$ cat src/rtl/pkhm_ram.sv
`default_nettype none
module pkhm_ram #(
    parameter int WIDTH = 8,
    parameter int DEPTH = 256
) (
    input  wire logic                     i_clk,
    input  wire logic                     i_we,
    input  wire logic [$clog2(DEPTH)-1:0] i_waddr,
    input  wire logic [WIDTH-1:0]         i_wdata,
    input  wire logic [$clog2(DEPTH)-1:0] i_raddr,
    output logic      [WIDTH-1:0]         o_rdata
);
    logic [WIDTH-1:0] r_mem [DEPTH];

    always_ff @(posedge i_clk) begin
        if (i_we) begin
            r_mem[i_waddr] <= i_wdata;
        end
        o_rdata <= r_mem[i_raddr];
    end
endmodule
`default_nettype wire

$ cat config.mk
export PLATFORM = sky130hd
export DESIGN_NAME = pkhm_ram
export DESIGN_NICKNAME = d
export VERILOG_FILES = /design/src/rtl/pkhm_ram.sv
export SDC_FILE = /design/constraint.sdc
export NUM_CORES = 2
export LEC_CHECK = 0
export ABC_CLOCK_PERIOD_IN_PS = 2200
export CAP_MARGIN = 0
export CELL_PAD_IN_SITES_DETAIL_PLACEMENT = 2
export CELL_PAD_IN_SITES_GLOBAL_PLACEMENT = 2
export CORE_MARGIN = 2
export CORE_UTILIZATION = 48
export CTS_BUF_LIST = sky130_fd_sc_hd__clkbuf_4
export CTS_CLUSTER_SIZE = 25
export DETAILED_ROUTE_END_ITERATION = 7
export DONT_BUFFER_PORTS = 1
export PLACE_DENSITY = 0.81
export SETUP_SLACK_MARGIN = 0.3
export SYNTH_ARGS = -nofsm -noshare
export SYNTH_HDL_FRONTEND = slang
export SYNTH_SLANG_ARGS = --single-unit
$ cat constraint.sdc
create_clock -name i_clk -period 2.2 [get_ports i_clk]
set_clock_uncertainty 0.1 [all_clocks]
set_input_delay 0.22 -clock i_clk [delete_from_list [all_inputs] [get_ports i_clk]]
set_output_delay 0.22 -clock i_clk [all_outputs]
set_load 0.02 [all_outputs]
==> metrics.csv, run 1 <==
stage,metric,value,unit
run_status,outcome,aborted with a tool error,
run_status,Failed at,4_1_cts,
run_status,stop err,[ERROR DPL-0033] detailed placement checks failed during check placement.,
clock_tree,cts hold-fix bufs,23,
clock_tree,Longest Clk Path Bufs,4,
synthesis,"Avg Cell Area, Syn",21.3,um2
synthesis,top_reg_cell synth,edfxtp_1,
floorplanning,starting density of the core,48.3,%
clock_tree,post-CTS setup buffers,0,
clock_tree,post-cts sizing count,88,
placed_design,dpl ws,-1.22,ns
floorplanning,row count,149,
synthesis,Syn Nets,3759,
clock_tree,clock root cell,clkbuf_4,
placed_design,Placed Cells incl. Taps,6110,
placed_design,port bufs,0,
synthesis,Netlist cell types,55,
clock_tree,# clock sinks,2056,
synthesis,Mapped Cells,3733,
synthesis,"Seq/Total Area, Yosys",77.5,%
floorplanning,die width,411,um
synthesis,Post-Syn Area,79600,um2
placed_design,detailed placer's ending HPWL,167000,um
floorplanning,I/O pin cnt,34,
clock_tree,H-tree levels,6,
floorplanning,Die Span Y,411,um
synthesis,number of flops mapped to enable cells by yosys,2048,
synthesis,Synth async-reset ratio,0,%
synthesis,Syn. warnings,0,
placed_design,GPL Wtd Cong,0.817,
clock_tree,Num CTS Buffers,552,
synthesis,#FFs+latches synth,2056,
-- metrics by stage --
stage               utilization, %  instance area (um2)
floorplan                        -                80400
global placement              51.6                85000
detailed placement            51.6                85000
-- kinds of logic after synthesis --
family / synth area share (%)
buf+inv: 1.83
mux: 14.6
flops: 77.5
compound gates: 3.42
simple gates: 2.63
-- synth_stat cells (6+ instances only) --
library cell	count	area, um2
o221ai_1	46	403
mux4_2	454	10200
edfxtp_1	2048	61500
nand3_1	34	170
a21oi_1	96	480
nand2_1	33	124
dfxtp_1	8	160
buf_8	13	195
buf_2	31	155
nand4_1	10	62.6
nand2b_1	8	50.1
a22oi_1	133	998
buf_1	22	82.6
nor2_1	282	1060
clkbuf_1	111	417
mux2i_1	134	1340
a221oi_1	13	114
and2_1	6	37.5
o21ai_0	10	50.1
nor4_1	24	150
buf_12	8	160
a211oi_1	16	120
a22o_1	8	70.1
o211ai_1	10	75.1
o22ai_1	28	175
buf_6	21	236
nor2b_1	31	194
buf_4	27	203
nor3_1	22	110
==> run 2, diff against run 1 <==
==> config.mk (replaced) <==
export PLATFORM = sky130hd
export DESIGN_NAME = pkhm_ram
export DESIGN_NICKNAME = d
export VERILOG_FILES = /design/src/rtl/pkhm_ram.sv
export SDC_FILE = /design/constraint.sdc
export NUM_CORES = 2
export LEC_CHECK = 0
export ABC_CLOCK_PERIOD_IN_PS = 2850
export CAP_MARGIN = 0
export CORE_MARGIN = 2
export CORE_UTILIZATION = 40
export DETAILED_ROUTE_END_ITERATION = 7
export DONT_BUFFER_PORTS = 1
export PLACE_DENSITY_LB_ADDON = 0.15
export SYNTH_ARGS = -nofsm -noshare
export SYNTH_HDL_FRONTEND = slang
export SYNTH_SLANG_ARGS = --single-unit
==> constraint.sdc (replaced) <==
create_clock -name i_clk -period 2.85 [get_ports i_clk]
set_clock_uncertainty 0.1 [all_clocks]
set_input_delay 0.285 -clock i_clk [delete_from_list [all_inputs] [get_ports i_clk]]
set_output_delay 0.285 -clock i_clk [all_outputs]
set_load 0.02 [all_outputs]
==> run 2 against run 1 <==
- the flow now finishes, with violations (hold timing, setup timing)
- synthesized area unchanged
- synthesized cell count did not move
==> metrics.csv, run 2 <==
stage,metric,value,unit,change
synthesis,main area contributors after synthesis,"edfxtp_1 77%, mux4_2 13%, mux2i_1 1.7%",,unchanged
power_and_ir_drop,Internal Power,48.9,mW,
synthesis,biggest area consumer among synthesized cells,edfxtp_1,,unchanged
critical_path,CP Class,flip-flop to flip-flop,,
final_layout,Reg area,61700,um2,
synthesis,Synth async-reset ratio,0,%,unchanged
synthesis,number of flops mapped to enable cells by yosys,2048,,unchanged
critical_path,worst path bufs/invs,0,,
global_route,GR Layer Usage met1,29.4,%,
synthesis,#FFs+latches synth,2056,,unchanged
final_layout,share of cells above drive strength 1,28.1,%,
drt,via count,39782,,
timing,worst slew pin tran,1.06,ns,
global_route,largest net degree at the start of global routing,579,,
floorplanning,I/O pin cnt,34,,unchanged
critical_path,Startpoint Class,flip-flop,,
final_layout,Layout Utilization,46.6,%,
drt,drt wl/cell,30.9,um,
timing,maximum clock frequency,344,MHz,
final_layout,# fillers,16693,,
global_route,gr busiest metal,met2,,
floorplanning,die width,450,um,was 411 um
placed_design,Placed Cells incl. Taps,6584,,was 6110
final_layout,multi-input combinational cell area,16600,um2,
synthesis,Mapped Cells,3733,,unchanged
drt,number of remaining DRC errors,0,,
power_and_ir_drop,pwr dens,671,nW/um2,
timing,Tcrit/Tclk final,102,%,
timing,Final Hold Viols,1716,,
power_and_ir_drop,Comb pwr share,3.9,%,
power_and_ir_drop,Switching Fraction,20.8,%,
final_layout,Biggest register,r_mem,,
final_layout,Regs by FF count,"r_mem x2048, o_rdata x8",,
final_layout,"most common cell after layout, fill and taps aside",edfxtp_1,,
global_route,GR Util All Layers,20.7,%,
synthesis,top_reg_cell synth,edfxtp_1,,unchanged
drt,WL final,216000,um,
placed_design,GPL Wtd Cong,0.814,,was 0.817
global_route,initial antenna violation count,15,,
floorplanning,Die Span Y,450,um,was 411 um
clock_tree,CTS tree,yes,,
final_layout,most frequent cells in the layout,"2048 x edfxtp_1, 454 x mux4_2, 432 x buf_4",,
timing,Final Slew Violations,0,,
timing,RSZ-0062 raised after global routing,no,,
critical_path,Crit Path Max Fanout,1,,
drt,DR vias/cell,5.68,,
timing,worst setup margin,-0.0565,ns,
synthesis,most common cell in the netlist,edfxtp_1,,unchanged
synthesis,most common library cells after synthesis,"2048 x edfxtp_1, 454 x mux4_2, 282 x nor2_1",,unchanged
placed_design,dpl ws,-0.791,ns,was -1.22 ns
power_and_ir_drop,Leak,29.0,nW,
clock_tree,cts hold-fix bufs,21,,was 23
global_route,met3 global-route usage,2.89,%,
timing,hold_ws,-0.552,ns,
synthesis,area share of the largest cell type after synthesis,77.3,%,unchanged
clock_tree,H-tree levels,4,,was 6
drt,drt first pass iters,7,,
clock_tree,clock root cell,clkbuf_16,,was clkbuf_4
floorplanning,Die ar.,202000,um2,
clock_tree,post-CTS setup buffers,0,,unchanged
run,max-cap violations,0,,
synthesis,"Seq/Total Area, Yosys",77.5,%,unchanged
floorplanning,starting density of the core,40.3,%,was 48.3%
synthesis,Syn Nets,3759,,unchanged
drt,ANT nets after route,0,,
critical_path,crit-path cells,"mux4_2, nand2b_1, a311oi_1, o221ai_1, a211oi_1, nor4_1",,
critical_path,Slowest Stage Delay on Critical Path,0.68,ns,
clock_tree,Longest Clk Path Bufs,3,,was 4
critical_path,"CP delay by family, top",compound AO/OA/AOI/OAI gates,,
placed_design,placed inst area,85000,um2,about the same
clock_tree,"CTS clk-pin slew, worst paths",0.06,ns,
clock_tree,# clock sinks,2056,,unchanged
power_and_ir_drop,Switch Pwr,12.8,mW,
floorplanning,row count,163,,was 149
clock_tree,Worst-Skew Late Latency,0.86,ns,
final_layout,Final nets,4216,,
synthesis,"Avg Cell Area, Syn",21.3,um2,unchanged
run_status,failing checks,"hold timing, setup timing",,
drt,initial drt markers,4197,,
critical_path,critical path capture point type,flip-flop,,
run_status,outcome,"complete, but fails checks",,was aborted with a tool error
power_and_ir_drop,clock share of power,41.9,%,
final_layout,max reg flops,2048,,
synthesis,Netlist cell types,55,,unchanged
global_route,vias in the first global route,40169,,
placed_design,detailed placer's ending HPWL,117000,um,was 167000 um
power_and_ir_drop,Reg power frac,54.2,%,
floorplanning,core region area,197000,um2,
global_route,routing usage on met2,33.9,%,
timing,Period minus WS final,2.91,ns,
final_layout,final cell count without fillers,7002,,
final_layout,post-route cell area,92000,um2,
critical_path,Critical Path AT,3.52,ns,
critical_path,Worst Path Required,3.46,ns,
critical_path,CP max stage cell,a211oi_1,,
hold_path,HP Class,primary input to flip-flop,,
synthesis,Syn. warnings,0,,unchanged
final_layout,Area Overhead vs Synth,15.7,%,
synthesis,Post-Syn Area,79600,um2,unchanged
placed_design,port bufs,0,,unchanged
global_route,global-route wire length before repair,301000,um,
clock_tree,Num CTS Buffers,207,,was 552
global_route,total gr overflow,0,,
power_and_ir_drop,maximum VDD drop,0.543,mV,
timing,slew margin rel.,29.5,%,
timing,final setup fails,1,,
## run 2: cell counts after synthesis
No cell type changed its count.
## run 2: final timing paths
| path | start | endpoint | slack (ns) | cells after the start |
|---|---|---|---|---|
| worst max-delay path | r_mem[34][3]$_DFFE_PP_ | o_rdata[3]$_DFF_P_ | -0.06 | 6 |
| worst min-delay path | i_wdata[7] | r_mem[97][7]$_DFFE_PP_ | -0.55 | 0 |
| worst max register to register | r_mem[34][3]$_DFFE_PP_ | o_rdata[3]$_DFF_P_ | -0.06 | 6 |
| worst min register to register | r_mem[50][2]$_DFFE_PP_ | o_rdata[2]$_DFF_P_ | 1.02 | 6 |
## run 2: cells by family (layout without fill, tap and decap cells)
kind of cell	Yosys count	in the layout	share of synthesized area (%)
AOI/OAI and AO/OA	385	385	3.42
DFF	2056	2056	77.5
and+or+nand+nor	466	466	2.63
buffers and inverters	235	862	1.83
other	0	2	0
muxes	591	591	14.6
## run 2: layer usage
metal  up-vias  wire length (um)
li1      16645                 -
met3       291             10900
met4         2              4810
met1     21729             94200
met5         -                15
met2      1115            106000
## run 2: final cells by class
class / count / share of cell area [%]
diodes: 2 / 0.00544
repair buffers: 481 / 4.46
clock inverters: 117 / 0.971
clock buffers: 262 / 5.92
well taps: 2640 / 3.59
flip-flops and latches: 2056 / 67.0
multi-input cells: 1442 / 18.0
inverters: 2 / 0.00816
## run 2: worst reg2reg max path: stages (launching register included)
cell and delay [ns]:
edfxtp_1 0.38, mux4_2 0.47, nand2b_1 0.16, a311oi_1 0.49, o221ai_1 0.40, a211oi_1 0.68, nor4_1 0.11
## run 2: what timing repair did
| item | in CTS | in global routing |
|---|---|---|
| endpoints found under the hold margin | 2434 | 2048 |
| resized for setup | 5 | 3 |
| setup endpoints to repair | 4 | 8 |
| cloned | 0 | 11 |
## run 2: power groups by stage
stage	Sequential, mW	Combinational, mW	Clock (mW)
finish	33.4	2.43	25.9
global route	33.4	2.54	27.5
CTS	33.4	2.09	26.4
detailed placement	34.1	2.02	0
global placement	34.1	2.02	0
floorplan	34.0	1.62	0
## run 2: metrics by stage
step	hold WS, ns	setup TNS [ns]	power [mW]
after global placement	0.302	-2.83	36.1
after CTS	-0.608	0	61.9
final	-0.552	-0.0565	61.8
after floorplan	0.284	0	35.6
after detailed placement	0.298	-3.28	36.1
after global routing	-0.596	0	63.5
Note: power is estimated with default switching activity, not from simulation.
